## src/design/ppb_pkg.sv

```systemverilog
// Shared package for the peak programme meter ballistics block.
// Holds field widths, mode and register codes, coefficient constants and
// the configuration struct. Depends on nothing.
package ppb_pkg;

   localparam int CHANNELS   = 2;
   localparam int CH_W       = $clog2(CHANNELS);
   localparam int SAMPLE_W   = 24;
   localparam int LEVEL_W    = 24;
   localparam int COEFF_W    = 25;
   localparam int MODE_W     = 2;
   localparam int CSR_IDX_W  = 2;
   localparam int FRAC_BITS  = 24;

   localparam logic [COEFF_W-1:0] Q24_ONE  = 25'd16777216;
   localparam logic [COEFF_W-1:0] Q24_HALF = 25'd8388608;
   localparam logic [COEFF_W-1:0] M3_GAIN  = 25'd11863169;

   localparam logic [MODE_W-1:0] MODE_AB = 2'd0;
   localparam logic [MODE_W-1:0] MODE_M3 = 2'd1;
   localparam logic [MODE_W-1:0] MODE_M6 = 2'd2;
   localparam logic [MODE_W-1:0] MODE_NONE = 2'd3;

   localparam logic [CSR_IDX_W-1:0] CSR_MATRIX_MODE = 2'd0;
   localparam logic [CSR_IDX_W-1:0] CSR_ATTACK      = 2'd1;
   localparam logic [CSR_IDX_W-1:0] CSR_DECAY       = 2'd2;

   typedef struct packed {
      logic [MODE_W-1:0]  matrix_mode;
      logic [COEFF_W-1:0] attack;
      logic [COEFF_W-1:0] decay;
   } cfg_type;

endpackage

```

## src/design/ppb_mul.sv

```systemverilog
// Shared Q1.24 multiplier of the meter ballistics block, registered output.
// Depends on ppb_pkg for widths.
module ppb_mul (
   input  logic                          clock,
   input  logic [ppb_pkg::COEFF_W-1:0]   op_a,
   input  logic [ppb_pkg::COEFF_W-1:0]   op_b,
   output logic [ppb_pkg::COEFF_W-1:0]   prod
);

   logic [2*ppb_pkg::COEFF_W-1:0] full;
   logic [ppb_pkg::COEFF_W-1:0]   prod_ff;
   logic [ppb_pkg::COEFF_W-1:0]   prod_in;

   always_comb begin
      full    = op_a * op_b;
      prod_in = full[ppb_pkg::FRAC_BITS +: ppb_pkg::COEFF_W];
   end

   always_ff @(posedge clock) begin
      prod_ff <= prod_in;
   end

   assign prod = prod_ff;

endmodule

```

## src/design/ppb_csr.sv

```systemverilog
// Configuration registers of the meter ballistics block.
// Coefficients above one are saturated when written. Depends on ppb_pkg.
module ppb_csr (
   input  logic                            clock,
   input  logic                            reset,
   input  logic                            csr_we,
   input  logic [ppb_pkg::CSR_IDX_W-1:0]   csr_index,
   input  logic [ppb_pkg::COEFF_W-1:0]     csr_wdata,
   output ppb_pkg::cfg_type                cfg
);

   ppb_pkg::cfg_type             cfg_ff;
   ppb_pkg::cfg_type             cfg_in;
   logic [ppb_pkg::COEFF_W-1:0]  sat_data;

   always_comb begin
      sat_data = (csr_wdata > ppb_pkg::Q24_ONE) ? ppb_pkg::Q24_ONE : csr_wdata;
      cfg_in   = cfg_ff;
      if (csr_we) begin
         unique case (csr_index)
            ppb_pkg::CSR_MATRIX_MODE: cfg_in.matrix_mode = csr_wdata[ppb_pkg::MODE_W-1:0];
            ppb_pkg::CSR_ATTACK:      cfg_in.attack      = sat_data;
            ppb_pkg::CSR_DECAY:       cfg_in.decay       = sat_data;
            default:                  cfg_in             = cfg_ff;
         endcase
      end
   end

   always_ff @(posedge clock) begin
      if (reset) begin
         cfg_ff.matrix_mode <= ppb_pkg::MODE_AB;
         cfg_ff.attack      <= ppb_pkg::Q24_ONE;
         cfg_ff.decay       <= ppb_pkg::Q24_ONE;
      end else begin
         cfg_ff <= cfg_in;
      end
   end

   assign cfg = cfg_ff;

endmodule

```

## src/design/ppm_peak_ballistics_top.sv

```systemverilog
// Top level of the two-channel peak programme meter ballistics block.
// Holds the sequencer, meter state and result register; uses ppb_pkg,
// ppb_csr and ppb_mul.

// Each of the two channels of a sample frame item runs three dependent
// multiplies (magnitude scaling, attack, decay) through the single shared
// multiplier, plus an add and an update step (states MAG, ATK, ADD, DCY,
// UPD); DONE then hands the item to the result register, waiting while it
// holds an untaken result. A restart item, or a frame in the unused matrix
// mode, goes straight to DONE. A finished item waits in the result
// register, so the next item may start before the previous one is taken.
module ppm_peak_ballistics_top (
   input  logic                                  clock,
   input  logic                                  reset,
   input  logic                                  csr_we,
   input  logic [ppb_pkg::CSR_IDX_W-1:0]         csr_index,
   input  logic [ppb_pkg::COEFF_W-1:0]           csr_wdata,
   input  logic                                  req_valid,
   output logic                                  req_ready,
   input  logic                                  req_kind,
   input  logic signed [ppb_pkg::SAMPLE_W-1:0]   req_sample_left,
   input  logic signed [ppb_pkg::SAMPLE_W-1:0]   req_sample_right,
   input  logic [ppb_pkg::CH_W-1:0]              req_channel,
   output logic                                  rsp_valid,
   input  logic                                  rsp_ready,
   output logic [ppb_pkg::LEVEL_W-1:0]           rsp_level_zero,
   output logic [ppb_pkg::LEVEL_W-1:0]           rsp_level_one,
   output logic [ppb_pkg::LEVEL_W-1:0]           rsp_max_zero,
   output logic [ppb_pkg::LEVEL_W-1:0]           rsp_max_one,
   output logic [ppb_pkg::LEVEL_W-1:0]           rsp_min_zero,
   output logic [ppb_pkg::LEVEL_W-1:0]           rsp_min_one
);

   localparam int LW = ppb_pkg::LEVEL_W;
   localparam int CW = ppb_pkg::COEFF_W;
   localparam int SW = ppb_pkg::SAMPLE_W;

   typedef enum logic [6:0] {
      S_IDLE = 7'b0000001,
      S_MAG  = 7'b0000010,
      S_ATK  = 7'b0000100,
      S_ADD  = 7'b0001000,
      S_DCY  = 7'b0010000,
      S_UPD  = 7'b0100000,
      S_DONE = 7'b1000000
   } state_type;

   function automatic logic [CW-1:0] abs_wide(input logic signed [CW-1:0] v);
      abs_wide = v[CW-1] ? CW'(-v) : CW'(v);
   endfunction

   ppb_pkg::cfg_type cfg;

   state_type state_ff, state_in;
   logic [ppb_pkg::CH_W-1:0] ch_ff, ch_in;
   logic signed [SW-1:0] left_ff, left_in, right_ff, right_in;
   logic rise_ff, rise_in;
   logic [LW-1:0] work_ff, work_in;
   logic [LW-1:0] level_ff [ppb_pkg::CHANNELS];
   logic [LW-1:0] level_in [ppb_pkg::CHANNELS];
   logic [LW-1:0] high_ff  [ppb_pkg::CHANNELS];
   logic [LW-1:0] high_in  [ppb_pkg::CHANNELS];
   logic [LW-1:0] low_ff   [ppb_pkg::CHANNELS];
   logic [LW-1:0] low_in   [ppb_pkg::CHANNELS];
   logic rsp_valid_ff, rsp_valid_in;
   logic [LW-1:0] out_level0_ff, out_level0_in, out_level1_ff, out_level1_in;
   logic [LW-1:0] out_max0_ff, out_max0_in, out_max1_ff, out_max1_in;
   logic [LW-1:0] out_min0_ff, out_min0_in, out_min1_ff, out_min1_in;

   logic signed [CW-1:0] sum_w, dif_w;
   logic [CW-1:0] mag_src, gain, op_a, op_b, prod;
   logic [LW-1:0] mag, diff, new_level, cur_level;
   logic accept, load_out;

   ppb_csr u_csr (
      .clock     (clock),
      .reset     (reset),
      .csr_we    (csr_we),
      .csr_index (csr_index),
      .csr_wdata (csr_wdata),
      .cfg       (cfg)
   );

   ppb_mul u_mul (
      .clock (clock),
      .op_a  (op_a),
      .op_b  (op_b),
      .prod  (prod)
   );

   assign req_ready = (state_ff == S_IDLE);
   assign accept    = req_valid && req_ready;
   assign load_out  = (state_ff == S_DONE) && (!rsp_valid_ff || rsp_ready);

   always_comb begin
      sum_w     = CW'(left_ff) + CW'(right_ff);
      dif_w     = CW'(left_ff) - CW'(right_ff);
      cur_level = level_ff[ch_ff];
      mag       = prod[LW-1:0];
      diff      = mag - cur_level;
      new_level = prod[LW-1:0];
      if (cfg.matrix_mode == ppb_pkg::MODE_AB) begin
         mag_src = (ch_ff == '0) ? abs_wide(CW'(left_ff)) : abs_wide(CW'(right_ff));
      end else begin
         mag_src = (ch_ff == '0) ? abs_wide(sum_w) : abs_wide(dif_w);
      end
      unique case (cfg.matrix_mode)
         ppb_pkg::MODE_AB:   gain = ppb_pkg::Q24_ONE;
         ppb_pkg::MODE_M3:   gain = ppb_pkg::M3_GAIN;
         ppb_pkg::MODE_M6:   gain = ppb_pkg::Q24_HALF;
         ppb_pkg::MODE_NONE: gain = '0;
      endcase
      op_a = '0;
      op_b = '0;
      unique case (state_ff)
         S_MAG: begin
            op_a = mag_src;
            op_b = gain;
         end
         S_ATK: begin
            op_a = cfg.attack;
            op_b = {1'b0, diff};
         end
         S_DCY: begin
            op_a = {1'b0, work_ff};
            op_b = cfg.decay;
         end
         default: begin
            op_a = '0;
            op_b = '0;
         end
      endcase
   end

   always_comb begin
      state_in     = state_ff;
      ch_in        = ch_ff;
      left_in      = left_ff;
      right_in     = right_ff;
      rise_in      = rise_ff;
      work_in      = work_ff;
      level_in     = level_ff;
      high_in      = high_ff;
      low_in       = low_ff;
      rsp_valid_in = rsp_valid_ff;
      out_level0_in = out_level0_ff;
      out_level1_in = out_level1_ff;
      out_max0_in   = out_max0_ff;
      out_max1_in   = out_max1_ff;
      out_min0_in   = out_min0_ff;
      out_min1_in   = out_min1_ff;
      if (rsp_valid_ff && rsp_ready) begin
         rsp_valid_in = 1'b0;
      end
      unique case (state_ff)
         S_IDLE: begin
            if (accept) begin
               left_in  = req_sample_left;
               right_in = req_sample_right;
               ch_in    = '0;
               if (req_kind) begin
                  high_in[req_channel] = level_ff[req_channel];
                  low_in[req_channel]  = level_ff[req_channel];
                  state_in = S_DONE;
               end else if (cfg.matrix_mode == ppb_pkg::MODE_NONE) begin
                  state_in = S_DONE;
               end else begin
                  state_in = S_MAG;
               end
            end
         end
         S_MAG: state_in = S_ATK;
         S_ATK: begin
            rise_in  = (mag > cur_level);
            state_in = S_ADD;
         end
         S_ADD: begin
            work_in  = cur_level + (rise_ff ? prod[LW-1:0] : '0);
            state_in = S_DCY;
         end
         S_DCY: state_in = S_UPD;
         S_UPD: begin
            level_in[ch_ff] = new_level;
            if (new_level > high_ff[ch_ff]) begin
               high_in[ch_ff] = new_level;
            end
            if (new_level < low_ff[ch_ff]) begin
               low_in[ch_ff] = new_level;
            end
            if (ch_ff == ppb_pkg::CH_W'(ppb_pkg::CHANNELS - 1)) begin
               state_in = S_DONE;
            end else begin
               ch_in    = ch_ff + 1'b1;
               state_in = S_MAG;
            end
         end
         S_DONE: begin
            if (load_out) begin
               rsp_valid_in  = 1'b1;
               out_level0_in = level_ff[0];
               out_level1_in = level_ff[1];
               out_max0_in   = high_ff[0];
               out_max1_in   = high_ff[1];
               out_min0_in   = low_ff[0];
               out_min1_in   = low_ff[1];
               state_in      = S_IDLE;
            end
         end
         default: state_in = S_IDLE;
      endcase
   end

   always_ff @(posedge clock) begin
      if (reset) begin
         state_ff     <= S_IDLE;
         ch_ff        <= '0;
         rsp_valid_ff <= 1'b0;
         for (int i = 0; i < ppb_pkg::CHANNELS; i++) begin
            level_ff[i] <= '0;
            high_ff[i]  <= '0;
            low_ff[i]   <= '1;
         end
      end else begin
         state_ff     <= state_in;
         ch_ff        <= ch_in;
         rsp_valid_ff <= rsp_valid_in;
         level_ff     <= level_in;
         high_ff      <= high_in;
         low_ff       <= low_in;
      end
   end

   always_ff @(posedge clock) begin
      left_ff       <= left_in;
      right_ff      <= right_in;
      rise_ff       <= rise_in;
      work_ff       <= work_in;
      out_level0_ff <= out_level0_in;
      out_level1_ff <= out_level1_in;
      out_max0_ff   <= out_max0_in;
      out_max1_ff   <= out_max1_in;
      out_min0_ff   <= out_min0_in;
      out_min1_ff   <= out_min1_in;
   end

   assign rsp_valid      = rsp_valid_ff;
   assign rsp_level_zero = out_level0_ff;
   assign rsp_level_one  = out_level1_ff;
   assign rsp_max_zero   = out_max0_ff;
   assign rsp_max_one    = out_max1_ff;
   assign rsp_min_zero   = out_min0_ff;
   assign rsp_min_one    = out_min1_ff;

   a_restart_keeps_levels: assert property (@(posedge clock) disable iff (reset)
      (accept && req_kind) |=> ($stable(level_ff[0]) && $stable(level_ff[1])))
      else $error("A restart item changed a meter level.");

   a_level_below_high: assert property (@(posedge clock) disable iff (reset)
      (level_ff[0] <= high_ff[0]) && (level_ff[1] <= high_ff[1]))
      else $error("A meter level exceeds its maximum hold.");

   a_result_from_done: assert property (@(posedge clock) disable iff (reset)
      $rose(rsp_valid_ff) |-> $past(state_ff == S_DONE))
      else $error("A result appeared without a finished item.");

   a_no_accept_while_busy: assert property (@(posedge clock) disable iff (reset)
      (state_ff == S_MAG) |=> !accept ##1 !accept)
      else $error("An item was accepted while a frame was in progress.");

endmodule

```

## config.mk

```make
export PLATFORM = sky130hd
export DESIGN_NAME = ppm_peak_ballistics_top
export DESIGN_NICKNAME = d
export VERILOG_FILES = /design/src/design/ppb_pkg.sv /design/src/design/ppb_mul.sv /design/src/design/ppb_csr.sv /design/src/design/ppm_peak_ballistics_top.sv
export SDC_FILE = /design/constraint.sdc
export NUM_CORES = 2
export LEC_CHECK = 0
export ABC_CLOCK_PERIOD_IN_PS = 21800
export BUFFER_PORTS_ARGS = -buffer_cell sky130_fd_sc_hd__buf_4
export CAP_MARGIN = 20
export CELL_PAD_IN_SITES_DETAIL_PLACEMENT = 1
export CELL_PAD_IN_SITES_GLOBAL_PLACEMENT = 1
export CORE_ASPECT_RATIO = 1.1
export CORE_UTILIZATION = 53
export CTS_CLUSTER_DIAMETER = 150
export CTS_CLUSTER_SIZE = 24
export DETAILED_ROUTE_END_ITERATION = 10
export PLACE_DENSITY = 0.84
export SLEW_MARGIN = 25
export SYNTH_ARGS = -nofsm -noshare
export SYNTH_HDL_FRONTEND = slang
export SYNTH_SLANG_ARGS = --single-unit
export TNS_END_PERCENT = 1
```

## constraint.sdc

```tcl
create_clock -name clock -period 21.8 [get_ports clock]
set_clock_uncertainty 0.15 [all_clocks]
set_input_delay 2.18 -clock clock [delete_from_list [all_inputs] [get_ports clock]]
set_output_delay 2.18 -clock clock [all_outputs]
set_load 0.01 [all_outputs]
```

; After elaboration in Yosys (flattened, before gate mapping)
; Index checks and enable logic that the tools add are counted.
[classes]
n_eq_ne = 17
n_mul = 1
mux = 53
n_lt_le_gt_ge = 8
div_mod_pow = 0
addsub = 9
shift = 0
n_bitwise = 2
n_reduce_logical = 19
[op_table]
columns = cell, count
row1 = 24-bit two-way mux, 15
row2 = 48-bit two-way mux, 6
row3 = 48-bit bitwise mux, 5
row4 = 25-bit two-way mux, 8
row5 = 48-bit one-hot mux with 2 select lines, 2
row6 = 25-bit one-hot mux with 3 select lines, 2
row7 = 25-bit one-hot mux with 4 select lines, 1
row8 = 24-bit negation with 25-bit output, 2
row9 = 25-bit negation, 2
row10 = 7-bit one-hot mux with 7 select lines, 1
row11 = 24-bit demux with 1-bit select, 2
row12 = 24-bit greater-than comparator, 2
row13 = 25-bit by 25-bit multiplier with 48-bit output, 1
row14 = 7-bit two-way mux, 5
row15 = 24-bit by 24-bit adder with 25-bit output, 1
row16 = "25-bit greater-than comparator, second input constant", 1
row17 = 24-bit by 24-bit subtractor with 25-bit output, 1
row18 = 24-bit adder, 1
row19 = 24-bit less-than comparator, 1
row20 = 24-bit subtractor, 1
row21 = 2-bit AND reduction, 7
row22 = 4-bit AND reduction, 2
row23 = "7-bit by 1-bit equality test with 1-bit output, second input constant", 1
row24 = "7-bit by 2-bit equality test with 1-bit output, second input constant", 1
row25 = other kinds (20), 38
[word_totals]
mem_bits_rw = 0
word_cells = 132
mem_bits_ro = 0
register_bits = 446
inputBits = 82
latch_bits = 0
mem_count = 0
out_inout_bits = 146

; Longest topological paths before layout
[depth]
word_depth = 9
mapped_depth = 49
ltp_nobuf = 44

; By module
; Synthesis repeated with hierarchy kept, for this count alone.
[hier_totals]
hier_cells = 5019
hier_area_um2 = 45461.1
[by_module_without_submodules]
columns = module, instances, cells_each, area_each_um2, seq_area_each_um2
row1 = ppm_peak_ballistics_top, 1, 2467, 22903.2, 9579.2
row2 = ppb_mul, 1, 2299, 20556.0, 500.5
row3 = ppb_csr, 1, 253, 2001.9, 1041.0

; Worst setup path after synthesis
; No wires, ideal clock.
[synth_timing]
kind = reg2reg
from = register ch_ff
to = register u_mul.prod_ff, in the netlist u_mul.prod[23]
setup_ns = 0.130
period_less_slack_ns = 11.793
slack_ns = 10.007
n_path_buf = 6
path_stages_with_launch = 46
required_ns = 21.521
arrival_ns = 11.513
cell_sequence = dfxtp_1 > clkbuf_1 > clkbuf_1 > buf_1 > buf_1 > clkbuf_1 > mux2_2 > ha_1 > inv_1 > fa_1 > a21o_1 > a21oi_1 > o21ai_0 > a21oi_1 > o21ai_0 > a21o_1 > a21oi_1 > o211ai_1 > [10 not listed] > inv_1 > fa_1 > fa_1 > inv_1 > fa_1 > inv_1 > ha_1 > inv_1 > nor3_1 > nand2_1 > o31a_1 > o211ai_1 > a21oi_1 > o31a_1 > a31oi_1 > a31oi_1 > xor2_1 > xnor3_1
[synth_between]
elab_chain_len = 7
word_cells_on_any_way = 11
classes_between = 1 x add/sub / 1 x mul / 8 x mux / 1 x bitwise
[synth_lines]
columns = element, line_no
row1 = "start, declared", ppm_peak_ballistics_top.sv:55  ; logic [ppb_pkg::CH_W-1:0] ch_ff, ch_in;
row2 = "start signal, assigned", ppm_peak_ballistics_top.sv:225  ; ch_ff <= ch_in;
row3 = 1-bit inverter with 2-bit output (implied by the code), ppm_peak_ballistics_top.sv:98  ; cur_level = level_ff[ch_ff];
row4 = 24-bit two-way mux (implied by the code) (3 in series), ppm_peak_ballistics_top.sv:98
row5 = 24-bit subtractor, ppm_peak_ballistics_top.sv:100  ; diff = mag - cur_level;
row6 = 25-bit one-hot mux with 3 select lines, ppm_peak_ballistics_top.sv:115  ; unique case (state_ff)
row7 = 25-bit by 25-bit multiplier with 48-bit output *, ppb_mul.sv:15  ; full = op_a * op_b;
row8 = via u_mul.full (one bit), ppb_mul.sv:10  ; logic [2*ppb_pkg::COEFF_W-1:0] full;
row9 = "end signal, assigned", ppb_mul.sv:20  ; prod_ff <= prod_in;
row10 = "end, declared", ppb_mul.sv:11  ; logic [ppb_pkg::COEFF_W-1:0] prod_ff;
; Mark *: on every way through the listed nets, which the timed path passes. The rest lies on a longest branch. The select of a mux whose other input is x is not followed.
; A chain may end at the register's enable or synchronous reset.

; Worst setup path in the final report
[layout_timing]
from = register left_ff[0]
to = register u_mul.prod_ff, in the netlist u_mul.prod[23]
[layout_between]
elab_chain_len = 7
word_cells_on_any_way = 13
classes_between = 5 x add/sub / 1 x mul / 7 x mux
[layout_lines]
columns = element, line_no
row1 = "start, declared", ppm_peak_ballistics_top.sv:56  ; logic signed [SW-1:0] left_ff, left_in, right_ff, right_in;
row2 = "start signal, assigned", ppm_peak_ballistics_top.sv:234  ; left_ff <= left_in;
row3 = 24-bit by 24-bit adder with 25-bit output / 24-bit by 24-bit subtractor with 25-bit output (equally long branches), "ppm_peak_ballistics_top.sv:96, ppm_peak_ballistics_top.sv:97"
row4 = 25-bit negation, ppm_peak_ballistics_top.sv:49  ; abs_wide = v[CW-1] ? CW'(-v) : CW'(v);
row5 = 25-bit two-way mux, ppm_peak_ballistics_top.sv:49
row6 = 25-bit two-way mux, ppm_peak_ballistics_top.sv:105  ; mag_src = (ch_ff == '0) ? abs_wide(sum_w) : abs_wide(dif_w);
row7 = 25-bit two-way mux *, ppm_peak_ballistics_top.sv:102  ; if (cfg.matrix_mode == ppb_pkg::MODE_AB) begin
row8 = 25-bit one-hot mux with 3 select lines *, ppm_peak_ballistics_top.sv:115
row9 = 25-bit by 25-bit multiplier with 48-bit output *, ppb_mul.sv:15
row10 = via u_mul.full (one bit), ppb_mul.sv:10
; Mark *: on every way through the listed nets, which the timed path passes. The rest lies on a longest branch.

==> results.tsv <==
metric	value	unit
CTS tree	done	
Crit path top cell by count	fa_1	
CP max stage delay	650	ps
Final min period	12920	ps
nets	5955	
Synth Flop Type	dfxtp_1	
CTS resizes	0	
CTS Root Cell	clkbuf_16	
Initial Util	0.538	
worst hold path type	reg2reg	
drc violations	0	
hold_ws	303	ps
synthesized instance count	4940	
run status	completed	
die area	86200	um^2
number of max-cap violations	0	
Finished Layout Cells	6174	
first-pass GRT wire length	244000	um
PortBufs	227	
sequential-to-total area share from yosys stat	0.246	
crit-path max FO	25	
num ports	228	
initial antenna violation count	9	
post-place instance area	48000	um^2
GRT overflow	0	
DP Cell Count	6132	
number of synthesized flops with an enable pin	217	
Synth Warn #	0	
Hold Buf Count CTS	0	
Worst IR Drop VDD	0.0676	mV
top cell type's share of synthesized area	0.235	
type of origin of the critical path	flip-flop	
final WL	161000	um
GRT Total Usage	0.376	
Post-synth top cells	759 x nand2_1, 728 x inv_1, 528 x fa_1	
Die Ht	308	um
vias in the first global route	41000	
Pwr Density	44.4	nW/um^2
Lkg Pwr	21.4	nW
achievable clock frequency	77.4	MHz
largest net degree at the start of global routing	99	
area leader, netlist	fa_1	
Post-Synthesis Net Count	5869	
Mapped Area	45100	um^2
Required @ worst endpoint	22140	ps
fin crit share	0.593	
DR iter-0 viols	2842	
cts bufs inserted	22	
Fill cells	9686	
Area Growth Syn to Fin	8.05	%
clk_lat worst skew	610	ps
Final Instance Area	48700	um^2
final hold vios	0	
Core ar.	83700	um^2
most numerous cell in the Yosys netlist	nand2_1	
Crit. End Element	flip-flop	
crit path max-delay cell type	or4b_1	
actual slew at the worst max-slew pin	1200	ps
TNS Setup	0	ps
DR vias	37500	
antenna viol nets, final	0	
total power	2.16	mW
Max clock buf depth	3	
post-synthesis sequential element count	446	
CTS H-tree lvls	1	
fraction of registers with async set/reset	0	
worst setup path class	reg2reg	
Distinct cells, synth	105	
RSZ-0062 raised after global routing	no	
global placer's final weighted congestion	0.918	
worst path arrival time	13250	ps
share of cells above drive strength 1	0.0869	
1st-pass router iterations	5	
postcts setup bufs	0	
clock-pin transition on the worst setup and hold timing paths	110	ps
Final Setup Violations	0	
CTS sink cnt	446	
Horiz. Die Dim	280	um
synthesized area per cell	9.12	um^2
Area contributors post-synth	fa_1 23%, edfxtp_1 14%, dfxtp_1 10%	
DR vias/cell	6.08	
num rows	111	
wire length per cell	26.1	um
Detail Placement HPWL	125000	um
Slew HR	0.202	
max-slew violation count	0	
## metrics by stage
step           setup slack, ps   util
2_1_floorplan            10010      -
3_3_place_gp              9530  0.573
3_5_place_dp              9130  0.574
4_1_cts                   9040  0.581
5_1_grt                   8230  0.581
6_report                  8880  0.581
## sequential cells by signal (all words and copies together), names as in the netlist, 7 cells and up
name	cells
u_mul.prod	24
low_ff	48
level_ff	48
high_ff	48
rsp_level_zero	24
rsp_min_one	24
rsp_max_one	24
rsp_level_one	24
work_ff	24
rsp_max_zero	24
rsp_min_zero	24
right_ff	24
state_ff	7
left_ff	24
u_csr.cfg	52
## layer usage
layer,share of wire,vias up,GRT usage
li1,-,16200,-
met1,0.38,19200,0.461
met2,0.48,1613,0.637
met5,0.00042,-,0
met4,0.060,10,0.197
met3,0.076,527,0.0599
## power breakdown
part | internal [mW] | switching (mW)
registers | 0.919 | 0.0373
logic | 0.258 | 0.454
clock network | 0.202 | 0.290
total | 1.38 | 0.782
## final timing paths
kind	startpoint	endpoint	cells after the start	slack, ps
worst max-delay path	left_ff[0]	u_mul.prod[23]	41	8880
worst min-delay path	high_ff[19]	rsp_max_one[19]	0	300
worst max register to register	left_ff[0]	u_mul.prod[23]	41	8880
worst min register to register	high_ff[19]	rsp_max_one[19]	0	300
## worst max-delay path: cells and delay by family, from the launching register on
kind,cells,cell delay [ps]
AO/OA/AOI/OAI,11,3160
XOR/XNOR,4,830
adder cells (fa/ha/maj),10,4580
buffers and inverters,7,740
flip-flops,1,430
multiplexers,1,490
AND/OR/NAND/NOR,8,2410
## area by class of cell
class                           instances  area [um^2]  share of cell area
Multi-Input combinational cell       3523        30500               0.626
Inverter                              730         2740              0.0563
Tap cell                             1130         1410              0.0290
Sequential cell                       446        11100               0.228
Clock inverter                          1         11.3            0.000231
Clock buffer                           39          636              0.0131
Timing Repair Buffer                  303         2290              0.0469
Antenna cell                            2         5.00            0.000103
## cells by family (layout without fill, tap and decap cells)
group | count (synthesis) | count (layout) | share of synthesized area
AO/OA/AOI/OAI | 711 | 711 | 0.106
XOR/XNOR | 174 | 174 | 0.0343
adder cells (fa/ha/maj) | 847 | 847 | 0.323
buffers and inverters | 971 | 1073 | 0.0820
flip-flops | 446 | 446 | 0.246
multiplexers | 166 | 166 | 0.0409
other | 0 | 2 | 0
AND/OR/NAND/NOR | 1625 | 1625 | 0.167
## layout by cell type, fill, tap and decap left out, types with 44 or more instances in the layout
cell type and n:
nand2_1 759, inv_1 727, fa_1 528, ha_1 319
buf_4 300, nor2_1 279, a21oi_1 236, dfxtp_1 228
edfxtp_1 217, and2_1 188, mux2i_1 148, xnor2_1 115
o21ai_0 104, nand3_1 76, nor2b_1 59, xor2_1 57
nor3_1 52, nand2b_1 44
Note: power is estimated with default switching activity, not from simulation.
